==> src/rtl/url_dec_pkg.sv <==
// types, character codes and hex helpers for the form decoder
package url_dec_pkg;

	localparam int MAX_RESULTS = 3;
	localparam int CNT_W = 2;

	localparam logic [7:0] CHAR_PLUS  = 8'h2B;
	localparam logic [7:0] CHAR_EQ    = 8'h3D;
	localparam logic [7:0] CHAR_AMP   = 8'h26;
	localparam logic [7:0] CHAR_PCT   = 8'h25;
	localparam logic [7:0] CHAR_SPACE = 8'h20;

	localparam logic KIND_DATA = 1'b0;
	localparam logic KIND_END  = 1'b1;

	// escape tracking: idle, percent seen, percent and first digit seen
	typedef enum logic [1:0] {
		PH_IDLE = 2'd0,
		PH_PCT  = 2'd1,
		PH_HEX1 = 2'd2
	} phase_t;

	typedef struct packed {
		logic       kind;
		logic [7:0] out_byte;
		logic       in_value_field;
		logic       string_end;
		logic       last_of_run;
	} result_t;

	// all results caused by one byte, slot 0 first
	typedef struct packed {
		logic [CNT_W-1:0]             count;
		result_t [MAX_RESULTS-1:0]    res;
	} decode_t;

	function automatic logic is_hex(input logic [7:0] c);
		return (c >= 8'h30 && c <= 8'h39) || (c >= 8'h61 && c <= 8'h66) ||
			(c >= 8'h41 && c <= 8'h46);
	endfunction

	// nibble value of a hex digit, zero for anything else
	function automatic logic [3:0] hex_val(input logic [7:0] c);
		logic [7:0] d;
		d = 8'h00;
		if (c >= 8'h30 && c <= 8'h39) begin
			d = c - 8'h30;
		end else if (c >= 8'h61 && c <= 8'h66) begin
			d = c - 8'h57;
		end else if (c >= 8'h41 && c <= 8'h46) begin
			d = c - 8'h37;
		end
		return d[3:0];
	endfunction

	function automatic result_t mk_result(input logic kind, input logic [7:0] data,
		input logic value_field, input logic send);
		result_t r;
		r.kind = kind;
		r.out_byte = (kind == KIND_END) ? 8'h00 : data;
		r.in_value_field = value_field;
		r.string_end = send;
		r.last_of_run = 1'b0;
		return r;
	endfunction

endpackage

==> src/rtl/url_form_decoder.sv <==
// form-urlencoded decoder top level
// a byte accepted passes through the input stage and then the result queue
// throughput: one byte per cycle while out_ready is high and each byte yields
// at most one result; otherwise the queue is held until the byte's last result leaves
// reset: arst_n clears the input stage, the queue count and the escape and field state
module url_form_decoder (
	input  logic       clk,
	input  logic       arst_n,
	input  logic       in_valid,
	output logic       in_ready,
	input  logic [7:0] in_byte,
	input  logic       terminator,
	output logic       out_valid,
	input  logic       out_ready,
	output logic       kind,
	output logic [7:0] out_byte,
	output logic       in_value_field,
	output logic       string_end,
	output logic       last_of_run
);

	logic                 valid_s1;
	logic [7:0]           byte_s1;
	logic                 term_s1;
	logic                 move;
	logic                 free;
	url_dec_pkg::decode_t dec;
	url_dec_pkg::result_t head;

	assign move = valid_s1 && free;
	assign in_ready = !valid_s1 || move;

	// input stage valid
	always_ff @(posedge clk or negedge arst_n) begin
		if (!arst_n) begin
			valid_s1 <= 1'b0;
		end else if (in_valid && in_ready) begin
			valid_s1 <= 1'b1;
		end else if (move) begin
			valid_s1 <= 1'b0;
		end
	end

	// input stage payload
	always_ff @(posedge clk) begin
		if (in_valid && in_ready) begin
			byte_s1 <= in_byte;
			term_s1 <= terminator;
		end
	end

	url_dec_core u_core (
		.clk        (clk),
		.arst_n     (arst_n),
		.advance    (move),
		.in_byte    (byte_s1),
		.terminator (term_s1),
		.dec        (dec)
	);

	url_dec_outq u_outq (
		.clk       (clk),
		.arst_n    (arst_n),
		.load      (move),
		.dec       (dec),
		.out_ready (out_ready),
		.out_valid (out_valid),
		.head      (head),
		.free      (free)
	);

	assign kind = head.kind;
	assign out_byte = head.out_byte;
	assign in_value_field = head.in_value_field;
	assign string_end = head.string_end;
	assign last_of_run = head.last_of_run;

endmodule

==> src/rtl/url_dec_core.sv <==
// escape and separator decoding with the decoder state registers
module url_dec_core (
	input  logic                 clk,
	input  logic                 arst_n,
	input  logic                 advance,
	input  logic [7:0]           in_byte,
	input  logic                 terminator,
	output url_dec_pkg::decode_t dec
);

	url_dec_pkg::phase_t phase_q, next_phase;
	logic [7:0]          first_q, next_first;
	logic                toggle_q, next_toggle;

	// decode one byte into up to three results
	always_comb begin
		logic [url_dec_pkg::CNT_W-1:0] n;
		logic                          flush;
		logic                          plain;
		logic                          esc_done;
		logic                          hex;
		n = '0;
		flush = 1'b0;
		plain = 1'b0;
		esc_done = 1'b0;
		hex = url_dec_pkg::is_hex(in_byte);
		next_phase = url_dec_pkg::PH_IDLE;
		next_first = first_q;
		next_toggle = toggle_q;
		dec = '0;

		if (terminator) begin
			flush = 1'b1;
			next_toggle = 1'b0;
		end else begin
			unique case (phase_q)
				url_dec_pkg::PH_PCT: begin
					if (hex) begin
						next_first = in_byte;
						next_phase = url_dec_pkg::PH_HEX1;
					end else begin
						flush = 1'b1;
						plain = 1'b1;
					end
				end
				url_dec_pkg::PH_HEX1: begin
					if (hex) begin
						esc_done = 1'b1;
					end else begin
						flush = 1'b1;
						plain = 1'b1;
					end
				end
				default: begin
					plain = 1'b1;
				end
			endcase
		end

		// held escape bytes go out literally
		if (flush && (phase_q == url_dec_pkg::PH_PCT || phase_q == url_dec_pkg::PH_HEX1)) begin
			dec.res[n] = url_dec_pkg::mk_result(url_dec_pkg::KIND_DATA,
				url_dec_pkg::CHAR_PCT, toggle_q, 1'b0);
			n = n + 1'b1;
		end
		if (flush && phase_q == url_dec_pkg::PH_HEX1) begin
			dec.res[n] = url_dec_pkg::mk_result(url_dec_pkg::KIND_DATA, first_q,
				toggle_q, 1'b0);
			n = n + 1'b1;
		end

		// final field end of the string
		if (terminator) begin
			dec.res[n] = url_dec_pkg::mk_result(url_dec_pkg::KIND_END, 8'h00,
				toggle_q, 1'b1);
			n = n + 1'b1;
		end

		// completed two-digit escape
		if (esc_done) begin
			dec.res[n] = url_dec_pkg::mk_result(url_dec_pkg::KIND_DATA,
				{url_dec_pkg::hex_val(first_q), url_dec_pkg::hex_val(in_byte)},
				toggle_q, 1'b0);
			n = n + 1'b1;
		end

		// ordinary byte handling
		if (plain) begin
			case (in_byte) inside
				url_dec_pkg::CHAR_EQ, url_dec_pkg::CHAR_AMP: begin
					dec.res[n] = url_dec_pkg::mk_result(url_dec_pkg::KIND_END, 8'h00,
						toggle_q, 1'b0);
					n = n + 1'b1;
					next_toggle = ~toggle_q;
				end
				url_dec_pkg::CHAR_PLUS: begin
					dec.res[n] = url_dec_pkg::mk_result(url_dec_pkg::KIND_DATA,
						url_dec_pkg::CHAR_SPACE, toggle_q, 1'b0);
					n = n + 1'b1;
				end
				url_dec_pkg::CHAR_PCT: begin
					next_phase = url_dec_pkg::PH_PCT;
				end
				default: begin
					dec.res[n] = url_dec_pkg::mk_result(url_dec_pkg::KIND_DATA, in_byte,
						toggle_q, 1'b0);
					n = n + 1'b1;
				end
			endcase
		end

		// mark the last result of the run
		if (n != '0) begin
			dec.res[n - 1'b1].last_of_run = 1'b1;
		end
		dec.count = n;
	end

	// decoder state advances when the byte moves into the result queue
	always_ff @(posedge clk or negedge arst_n) begin
		if (!arst_n) begin
			phase_q <= url_dec_pkg::PH_IDLE;
			first_q <= 8'h00;
			toggle_q <= 1'b0;
		end else if (advance) begin
			phase_q <= next_phase;
			first_q <= next_first;
			toggle_q <= next_toggle;
		end
	end

endmodule

==> src/rtl/url_dec_outq.sv <==
// result queue holding the results of one byte, drained one per cycle while out_ready is high
module url_dec_outq (
	input  logic                 clk,
	input  logic                 arst_n,
	input  logic                 load,
	input  url_dec_pkg::decode_t dec,
	input  logic                 out_ready,
	output logic                 out_valid,
	output url_dec_pkg::result_t head,
	output logic                 free
);

	url_dec_pkg::result_t [url_dec_pkg::MAX_RESULTS-1:0] queue_q;
	logic [url_dec_pkg::CNT_W-1:0]                        cnt_q;
	logic                                                 pop;

	assign out_valid = (cnt_q != '0);
	assign pop = out_valid && out_ready;
	assign head = queue_q[0];
	// room for a new run when empty or when the last result leaves now
	assign free = (cnt_q == '0) || (cnt_q == 2'd1 && out_ready);

	// occupancy count
	always_ff @(posedge clk or negedge arst_n) begin
		if (!arst_n) begin
			cnt_q <= '0;
		end else if (load) begin
			cnt_q <= dec.count;
		end else if (pop) begin
			cnt_q <= cnt_q - 1'b1;
		end
	end

	// result payload, shifts toward the head on each transaction
	always_ff @(posedge clk) begin
		if (load) begin
			queue_q <= dec.res;
		end else if (pop) begin
			queue_q[0] <= queue_q[1];
			queue_q[1] <= queue_q[2];
			queue_q[2] <= '0;
		end
	end

endmodule

==> config.mk <==
export PLATFORM = sky130hd
export DESIGN_NAME = url_form_decoder
export DESIGN_NICKNAME = d
export VERILOG_FILES = /design/src/rtl/url_dec_pkg.sv /design/src/rtl/url_form_decoder.sv /design/src/rtl/url_dec_core.sv /design/src/rtl/url_dec_outq.sv
export SDC_FILE = /design/constraint.sdc
export NUM_CORES = 1
export LEC_CHECK = 0
export ABC_AREA = 1
export ABC_CLOCK_PERIOD_IN_PS = 9500
export BUFFER_PORTS_ARGS = -buffer_cell sky130_fd_sc_hd__buf_2
export CAP_MARGIN = 20
export CORE_AREA = 4 4 105 77
export DETAILED_ROUTE_END_ITERATION = 10
export DIE_AREA = 0 0 109 81
export PLACE_DENSITY = 0.78
export SYNTH_ARGS = -nofsm -noshare
export SYNTH_HDL_FRONTEND = slang
export SYNTH_SLANG_ARGS = --single-unit
==> constraint.sdc <==
create_clock -name clk -period 9.5 [get_ports clk]
set_clock_uncertainty 0.1 [all_clocks]
set_input_delay 0.95 -clock clk [delete_from_list [all_inputs] [get_ports clk]]
set_output_delay 0.95 -clock clk [all_outputs]
set_load 0.1 [all_outputs]
After elaboration in Yosys (flattened, before gate mapping):

Cells that the tools add are included.

* add/sub/neg operators: 12
* magnitude comparators: 22
* equality and inequality tests: 7
* muxes and demuxes: 66
* bitwise logic cells: 2
* reduce and logical (&&, ||, !) cells: 31

Operator list (number)
* $mux W36: 10
* $bwmux W36: 7
* $demux W12 S2: 5
* $mux W12: 4
* $eq A8 B6 Y1 const B: 4
* $ge A8 B7 Y1 const B: 4
* $le A8 B7 Y1 const B: 4
* $mux W2: 16
* $mux W4: 8
* $logic_and A1 B1 Y1: 17
* $ge A8 B6 Y1 const B: 2
* $le A8 B6 Y1 const B: 2
* $sub A4 B3 Y4 const B: 4
* $mux W1: 15
* $lt A2 B3 Y1 const B: 4
* $mux W9: 1
* $ge A2 B1 Y1 const B: 4
* $reduce_bool A2 Y1: 4
* $sub A4 B1 Y4 const B: 2
* $add A2 B1 Y2 const B: 3
* $logic_or A1 B1 Y1: 5
* $eq A2 B1 Y1 const B: 2
* $reduce_and A4 Y1: 1
* $reduce_or A2 Y1: 2
* 8 further kinds: 10

* bits in registers: 59
* input port bits: 13
* output and inout bits: 14
* logic and storage cells: 162

Logic depth before layout (Yosys ltp):

Gate-level depths: netlist of the first run.

* depth after elaboration: 28
* mapped depth: 29
* depth with buffers taken out: 28

Hierarchy:

A second synthesis of the first run with hierarchy kept.

* cells, all modules: 579
* area total of the unflattened synthesis: 4216.5 um^2

By module, submodules not included
* url_dec_core: instances 1, cells each 389, area each 2154.6 um^2, seq. area each 275.3 um^2
* url_dec_outq: instances 1, cells each 173, area each 1739.2 um^2, seq. area each 1131.1 um^2
* url_form_decoder: instances 1, cells each 17, area each 322.8 um^2, seq. area each 295.3 um^2

Worst setup path before layout of the first run:

Ideal clock, no wire load.

* path type: flip-flop to flip-flop
* from: register byte_s1[0]
* to: register u_outq.queue_q[15] (netlist bit), data pin
* library setup time: 0.256 ns
* data arrival time: 3.417 ns
* data required time: 9.144 ns
* slack: 5.727 ns
* cell stages (with the launch flop): 28
* buffers on the path: 1
* clock period less this slack: 3.773 ns
* path through: edfxtp_1 inv_1 ha_1 inv_1 nand2_1 nand2_1 o21ai_2 nand2_4 nand2_4 buf_12 a21oi_4 inv_1 ha_1 nand2_1 inv_1 nor3_1 inv_1 o21ai_1 nand3_1 nand2_1 inv_2 ha_1 nand2_1 inv_1 nand2_2 nand2_1 o21ai_1 nand2_1

* cells in the longest elaborated chain, start to end: 27
* elaborated cells on any way between the ends: 84
* classes of those cells: 8 x add/sub; 14 x order compare; 4 x eq/ne; 45 x mux; 13 x reduce/logical

Ends and longest elaborated chain
* from (decl): RTL line url_form_decoder.sv:23 `logic [7:0] byte_s1;`
* from (signal assigned): RTL line url_form_decoder.sv:47 `byte_s1 <= in_byte;`
* $ge A8 B6 Y1 (tied with other cells): RTL line url_dec_pkg.sv:38, url_dec_pkg.sv:46
* $logic_and A1 B1 Y1, on equally long branches: RTL line url_dec_pkg.sv:38, url_dec_pkg.sv:46, url_dec_pkg.sv:48
* $logic_or A1 B1 Y1 (2 in a row): RTL line url_dec_pkg.sv:38 `return (c >= 8'h30 && c <= 8'h39) || (c >= 8'h61 && c <= 8'h66) ||`
* $mux W1: RTL line url_dec_core.sv:38, url_dec_core.sv:47
* $mux W1
* $mux W1: RTL line url_dec_core.sv:32 `if (terminator) begin`
* $logic_and A1 B1 Y1: RTL line url_dec_core.sv:61 `if (flush && (phase_q == url_dec_pkg::PH_PCT || phase_q == url_dec_pkg::PH_HEX1)) begin`
* $mux W1: RTL line url_dec_core.sv:61
* [... 8 more ...]
* $mux W12 (not written as such) or $bwmux W36 (tied branches)
* $demux W12 S2 or $mux W36 (tied branches)
* $bwmux W36: RTL line url_dec_core.sv:105 `dec.res[n] = url_dec_pkg::mk_result(url_dec_pkg::KIND_DATA, in_byte,`
* $mux W36 (3 in a row): RTL line url_dec_core.sv:89 `case (in_byte) inside`
* $mux W36: RTL line url_dec_core.sv:88 `if (plain) begin`
* $bwmux W36: RTL line url_dec_core.sv:114 `dec.res[n - 1'b1].last_of_run = 1'b1;`
* $mux W36 *: RTL line url_dec_core.sv:113 `if (n != '0) begin`
* $mux W36 *: RTL line url_dec_outq.sv:36 `if (load) begin`
* to (signal assigned): RTL line url_dec_outq.sv:37 `queue_q <= dec.res;`
* to (decl): RTL line url_dec_outq.sv:13 `url_dec_pkg::result_t [url_dec_pkg::MAX_RESULTS-1:0] queue_q;`

Every way passes the cells marked *; elsewhere a longest branch is shown, timed or not. The select of a mux whose other input is x is not followed.
A chain may end at the register's enable or synchronous reset.

Worst setup path in the final report of the first run:

* from: register byte_s1[0]
* to: register u_outq.queue_q[30] (netlist bit), data pin

The elaborated chain is that of the path after synthesis.

==> summary.txt, run 1 <==
Outcome
  • Status: complete, no violations

Critical path
  • Critical path class: flip-flop to flip-flop
  • Worst EP arrival: 4660 ps
  • CP max stage cell: edfxtp_1
  • CP Capture Type: flip-flop
  • Crit path top cell by count: inv_1
  • CP required: 9590 ps
  • Reg2reg setup slack: 4930 ps
  • CP Max Fanout: 12
  • Worst path max stage delay: 540 ps
  • Startpoint types: flip-flop

Floorplanning
  • Die footprint: 0.008829 mm2
  • IO Pins: 27
  • CORE AREA: 0.007124 mm2
  • Die height: 81 um
  • Starting Density: 58.22%
  • Num rows: 26
  • Die X: 109 um

Job
  • Max_cap viols: 0

Timing
  • Fin Setup TNS: 0 ps
  • Measured slew at the worst slew-check pin: 800.3 ps
  • Setup violations, final: 0
  • Final hold violation count: 0
  • Fmax: 0.2190 GHz
  • Slew margin rel.: 46.32%
  • RSZ-0062 raised after global routing: false
  • Tcrit/Tclk final: 48.07%
  • Max Slew Vio Count: 0
  • Min Tclk post-route: 4567 ps

Detailed routing
  • Routed WL: 10,780 um
  • DRC: 0
  • Remaining antenna violation count: 0
  • Via/cell ratio: 5.517
  • Via count: 3,691
  • DR pass1 iterations: 5
  • Mean routed wirelength per cell: 16.11 um
  • Initial DRC Count: 389

Synthesis
  • Post-synthesis mux area share: 0%
  • Synth warn: 0
  • Synth Area in Compound Gates: 11.43%
  • Unique masters post-synth: 42
  • Mapped cell area: 0.004148 mm2
  • Xor and xnor area share after synthesis: 0.2112%
  • Register area share after synthesis: 41.03%
  • Dominant synthesized flop cell: edfxtp_1
  • Synth area leaders: edfxtp_1, nand2_1, dfrtp_1, nor2_1, ha_1
  • Simple-gate share of the synthesized area: 31.46%
  • Post-synthesis adder-cell area fraction: 6.033%
  • Yosys top cell area share: 32.58%
  • Mean area per synthesized cell: 7.597 um2
  • Post-synth top cells: nand2_1, nor2_1, inv_1
  • Largest family of logic cells by synthesized area: simple AND/OR/NAND/NOR gates
  • Synth async-reset ratio: 23.73%
  • Post-Syn Instances: 546
  • Syn_nets: 579
  • Yosys top cell by area: edfxtp_1
  • #FFs+latches synth: 59
  • Most frequent cell after synthesis: nand2_1
  • Post-synth EDFFs: 45

Worst hold path
  • HP Class: input pin to asynchronous set/reset pin

Clocking
  • CTS Buf Count: 9
  • H-tree depth: 3
  • Clk slew on worst S/H paths: 70 ps
  • Root Buffer: clkbuf_8
  • CTS tree: built
  • Latest clock arrival within the worst-skew pair: 340 ps
  • Setup Fix Bufs, Post-CTS: 0
  • # resized after CTS: 0
  • Max Root-Sink Buffers: 2
  • CTS Hold Bufs: 0
  • Clock tree sinks: 59

Global route
  • Initial antenna violation count: 0
  • Remaining global-route overflow: 0
  • Gr usage total: 26.63%
  • First-pass GRT wire length: 17,850 um
  • Vias in the first global route: 3,506
  • Largest net degree at the start of global routing: 39

Power and ir drop
  • Switching fraction of total power: 50.01%
  • PD cells: 297.8 mW/mm2
  • Clk pwr share: 17.4%
  • Internal power: 0.0006671 W
  • Leakage power: 2.083 nW
  • Net Sw Power: 0.0006673 W
  • Max IR drop VDD: 0.3786 mV
  • Seq pwr share: 34.1%
  • Logic pwr share: 48.6%

Finish
  • Final core utilization: 62.91%
  • Nets: 599
  • Share of layout cells above drive strength 1: 15.24%
  • Fillers: 647
  • Diodes inserted: 0
  • Synth-to-Final Area Change: 8.054%

Placement
  • DPL Wire Length: 8326 um
  • Global placer's final weighted congestion: 0.9853
  • Port-buffer cells: 26
state kept, by name (all words and copies together) (netlist names):
register,count
byte_s1,8
term_s1,1
u_core.first_q,8
u_core.phase_q,2
u_core.toggle_q,1
u_outq.cnt_q,2
u_outq.head,12
u_outq.queue_q,24
valid_s1,1
critical path: cells and delay by family, from the launching register on:
family,cells,cell delay (ps)
AOI/OAI and AO/OA,4,590
adders and majority gates,3,910
buffers and inverters,7,790
DFF,1,540
and+or+nand+nor,11,1480
layout by cell type, fill, tap and decap left out, types with 2 or more instances in the layout:
cell type | Yosys | routed
nand2_1 | 150 | 150
nor2_1 | 71 | 71
inv_1 | 60 | 60
edfxtp_1 | 45 | 45
nand3_1 | 38 | 38
o21ai_0 | 28 | 28
buf_2 | 4 | 26
a21oi_1 | 25 | 25
ha_1 | 20 | 20
dfrtp_1 | 14 | 14
inv_2 | 9 | 9
clkbuf_8 | 0 | 9
o21ai_1 | 8 | 8
nor2_2 | 8 | 8
nand2_2 | 7 | 7
a22oi_1 | 5 | 5
nand2_4 | 4 | 4
nor3_1 | 3 | 3
nand3_2 | 3 | 3
nand4_1 | 3 | 3
o22ai_1 | 3 | 3
a31oi_1 | 3 | 3
o21ai_2 | 2 | 2
a21oi_2 | 2 | 2
nand3b_1 | 2 | 2
clkinv_2 | 1 | 2
clkinvlp_4 | 0 | 2
clkinv_4 | 0 | 2
buf_4 | 9 | 2
power by group through the flow:
stage | Clock [W] | Sequential, W | Combinational, W
2_1_floorplan | 0 | 0.000508 | 0.000497
3_3_place_gp | 0 | 0.000457 | 0.000635
3_5_place_dp | 0 | 0.000460 | 0.000651
4_1_cts | 0.000237 | 0.000454 | 0.000651
5_1_grt | 0.000250 | 0.000464 | 0.000709
6_report | 0.000232 | 0.000455 | 0.000648
stage by stage:
| step | cell area [um2] | setup slack, ps | power [W] | hold WS, ps | instances |
|---|---|---|---|---|---|
| finish | 4482 | 4933 | 0.001334 | 401.2 | 669 |
| global placement | 4282 | 5114 | 0.001093 | 399.6 | 653 |
| global route | 4482 | 4550 | 0.001422 | 419.8 | 669 |
| CTS | 4482 | 4997 | 0.001342 | 408.9 | 669 |
| detailed placement | 4282 | 5024 | 0.001110 | 402.6 | 653 |
| floorplan | 4148 | 5727 | 0.001005 | 380.8 | 546 |
kinds of logic after synthesis:
logic type,Yosys count
AND/OR/NAND/NOR,294
adder cells (fa/ha/maj),20
XOR/XNOR,1
flip-flops,59
buffers and inverters,91
AO/OA/AOI/OAI,81
layer usage:
layer / track usage, % / share of wire [%] / up-vias
met5: 0 / 0 / -
met4: 6.683 / 1.8 / 0
met3: 5.957 / 7.3 / 20
met2: 44.12 / 47 / 150
met1: 35.61 / 44 / 1713
li1: - / - / 1808
path summary, 6_finish.rpt:
| check | from | endpoint | cells past startpoint |
|---|---|---|---|
| worst min register to register | u_outq.queue_q[31]$_SDFFCE_PN0P_ | u_outq.queue_q[19]$_DFFE_PP_ | 2 |
| worst max register to register | byte_s1[0]$_DFFE_PP_ | u_outq.queue_q[30]$_SDFFCE_PN0P_ | 25 |
| worst min-delay path | arst_n | u_core.first_q[2]$_DFFE_PN0P_ | 1 |
| worst max-delay path | byte_s1[0]$_DFFE_PP_ | u_outq.queue_q[30]$_SDFFCE_PN0P_ | 25 |
| min in group clk | u_outq.queue_q[31]$_SDFFCE_PN0P_ | u_outq.queue_q[19]$_DFFE_PP_ | 2 |
| max in group asynchronous | arst_n | u_core.phase_q[1]$_DFFE_PN0P_ | 1 |
layout make-up:
type / count / area (um2) / area share (%)
repair buffers: 28 / 145.1 / 3.238
flip-flops and latches: 59 / 1702 / 37.97
multi-input cells: 396 / 2038 / 45.48
clock buffers: 9 / 123.9 / 2.764
inverters: 72 / 274.0 / 6.114
well taps: 98 / 122.6 / 2.736
clock inverters: 7 / 76.32 / 1.703
Power figures use the tool's default switching activity.
==> run 2, diff against run 1 <==
ABC_CLOCK_PERIOD_IN_PS = 4100   (was 9500)
CORE_AREA = 4 4 109 80   (was 4 4 105 77)
DIE_AREA = 0 0 113 84   (was 0 0 109 81)
PLACE_DENSITY = 0.75   (was 0.78)
clock period = 4.1 ns   (was 9.5 ns; I/O delays follow)
==> summary.txt, run 2 (synthesized netlist as in run 1, its figures left out) <==
Placement
  • Pre-CTS setup slack: 212.1 ps (was 5024 ps)
  • Port-buffer cells: 26 (unchanged)
  • Global placer's final weighted congestion: 0.9905 (was 0.9853)
  • DPL Wire Length: 8551 um (was 8326 um)
  • Placed cells: 665 (was 653)

Finish
  • Most frequent cells in the layout: nand2_1, nor2_1, inv_1, edfxtp_1, nand3_1 (unchanged)
  • Nets: 611 (was 599)
  • Flip-flop and latch area: 0.001702 mm2 (unchanged)
  • Fillers: 710 (was 647)
  • Post-route insts no fill: 684 (was 669)
  • Biggest register: u_outq.queue_q (unchanged)
  • Multi-input gate area: 0.002062 mm2 (was 0.002038 mm2)
  • Synth-to-Final Area Change: 9.985% (was 8.054%)
  • Share of layout cells above drive strength 1: 17.15% (was 15.24%)
  • Max reg flops: 24 (unchanged)
  • Most common cell after layout, fill and taps aside: nand2_1 (unchanged)
  • Diodes inserted: 0 (unchanged)

Detailed routing
  • Remaining antenna violation count: 0 (unchanged)
  • DR pass1 iterations: 7 (was 5)
  • Mean routed wirelength per cell: 16.35 um (was 16.11 um)
  • Initial DRC Count: 465 (was 389)
  • Via count: 3,737 (was 3,691)
  • Via/cell ratio: 5.463 (was 5.517)
  • Routed WL: 11,180 um (was 10,780 um)
  • DRC: 0 (unchanged)

Critical path
  • Worst path max stage delay: 370 ps (was 540 ps)
  • Crit path top cell by count: inv_1 (unchanged)
  • CP Capture Type: flip-flop (unchanged)
  • Critical path's top delay family: simple AND/OR/NAND/NOR gates (unchanged)
  • WP buf/inv: 7 (unchanged)
  • Worst EP arrival: 3890 ps (was 4660 ps)
  • CP max stage cell: edfxtp_1 (unchanged)
  • Critical path class: flip-flop to flip-flop (unchanged)
  • CP required: 4110 ps (was 9590 ps)
  • CP Max Fanout: 6 (was 12)
  • Startpoint types: flip-flop (unchanged)

Floorplanning
  • Starting Density: 54.09% (was 58.22%)
  • Die footprint: 0.009492 mm2 (was 0.008829 mm2)
  • Die X: 113 um (was 109 um)
  • Num rows: 27 (was 26)
  • IO Pins: 27 (unchanged)
  • Die height: 84 um (was 81 um)
  • CORE AREA: 0.007669 mm2 (was 0.007124 mm2)

Global route
  • Remaining global-route overflow: 0 (unchanged)
  • GRT Max-Usage Layer: met2 (unchanged)
  • Met1 GRT Util: 36.76% (was 35.61%)
  • Met3 Track Usage GR: 5.435% (was 5.957%)
  • First-pass GRT wire length: 18,620 um (was 17,850 um)
  • Met2 Use GR: 37.85% (was 44.12%)
  • Largest net degree at the start of global routing: 38 (was 39)
  • Initial antenna violation count: 0 (unchanged)
  • Vias in the first global route: 3,574 (was 3,506)
  • Gr usage total: 25.27% (was 26.63%)

Timing
  • Slew margin rel.: 65.23% (was 46.32%)
  • Final worst slack: 219.7 ps (was 4933 ps)
  • Measured slew at the worst slew-check pin: 518.4 ps (was 800.3 ps)
  • Max Slew Vio Count: 0 (unchanged)
  • Tcrit/Tclk final: 94.64% (was 48.07%)
  • Setup violations, final: 0 (unchanged)
  • Final hold violation count: 0 (unchanged)
  • Worst hold slack: 133.2 ps (was 401.2 ps)
  • Fmax: 0.2577 GHz (was 0.2190 GHz)
  • Min Tclk post-route: 3880 ps (was 4567 ps)

Clocking
  • Clk slew on worst S/H paths: 70 ps (about the same)
  • Root Buffer: clkbuf_8 (unchanged)
  • H-tree depth: 3 (unchanged)
  • CTS Buf Count: 9 (unchanged)
  • CTS tree: built (unchanged)
  • Latest clock arrival within the worst-skew pair: 350 ps (was 340 ps)
  • Clock tree sinks: 59 (unchanged)
  • Max Root-Sink Buffers: 2 (unchanged)

Power and ir drop
  • Leakage power: 2.124 nW (was 2.083 nW)
  • Total power: 0.003069 W (was 0.001334 W)
  • Max IR drop VDD: 0.6290 mV (was 0.3786 mV)
  • PD cells: 672.8 mW/mm2 (was 297.8 mW/mm2)

Outcome
  • Status: complete, no violations (unchanged)

Worst hold path
  • HP Class: input pin to flip-flop (was input pin to asynchronous set/reset pin)

Job
  • Max_cap viols: 0 (unchanged)
-- run 2: cell types whose count changed in the layout (fill, tap and decap cells not counted), sizes merged --
cell / previous run / this run
clkinv: 5 / 6
bufinv: 1 / 0
inv: 71 / 70
buf: 28 / 39
clkbuf: 9 / 10
dlygate4sd3: 0 / 1
-- run 2: per-stage QoR --
stage	TNS, ps	util, %	instance area (um2)
floorplan	0	-	4148
global placement	0	56.76	4353
detailed placement	0	56.76	4353
CTS	0	58.98	4523
global route	-8.999	59.49	4562
finish	0	59.49	4562
-- run 2: final timing paths --
check                                                 start                            end  slack, ps  depth (start not counted)
max                                    byte_s1[0]$_DFFE_PP_       u_outq.head[6]$_DFFE_PP_        220                         26
max reg2reg                            byte_s1[0]$_DFFE_PP_       u_outq.head[6]$_DFFE_PP_        220                         26
min                                              terminator              term_s1$_DFFE_PP_        130                          1
min in group asynchronous                            arst_n  u_core.first_q[2]$_DFFE_PN0P_        400                          2
max in group asynchronous                            arst_n  u_core.phase_q[1]$_DFFE_PN0P_       3230                          2
min reg2reg                u_outq.queue_q[32]$_SDFFCE_PN0P_   u_outq.queue_q[20]$_DFFE_PP_        420                          2
-- run 2: cell type report --
class                           count  share of cell area [%]
Multi-Input combinational cell    396                   45.20
Tap cell                          101                   2.770
Timing Repair Buffer               40                   5.211
Clock buffer                       10                   2.798
Inverter                           72                   6.007
Sequential cell                    59                   37.30
Clock inverter                      6                  0.7131
-- run 2: what timing repair did --
| action | in CTS | in global routing |
|---|---|---|
| gates resized for setup | 0 | 5 |
| hold endpoints to repair | 14 | 0 |
| setup buffers | 0 | 2 |
| endpoints found under the setup margin | 0 | 19 |
| hold buffers | 1 | 0 |
-- run 2: layer usage --
metal  part of all wire [%]  wire length (um)  up-vias
met2                     44              4954      147
met5                      0                 0        -
met3                    6.7               754       23
met1                     47              5239     1737
met4                    2.1               233        0
li1                       -                 -     1830
-- run 2: power by group --
part / total, W / leakage (nW) / internal (W) / switching, W
clock: 0.000462 / 0.0771 / 0.000213 / 0.000250
combinational: 0.00156 / 1.42 / 0.000346 / 0.00122
sequential: 0.00104 / 0.625 / 0.000946 / 0.0000979
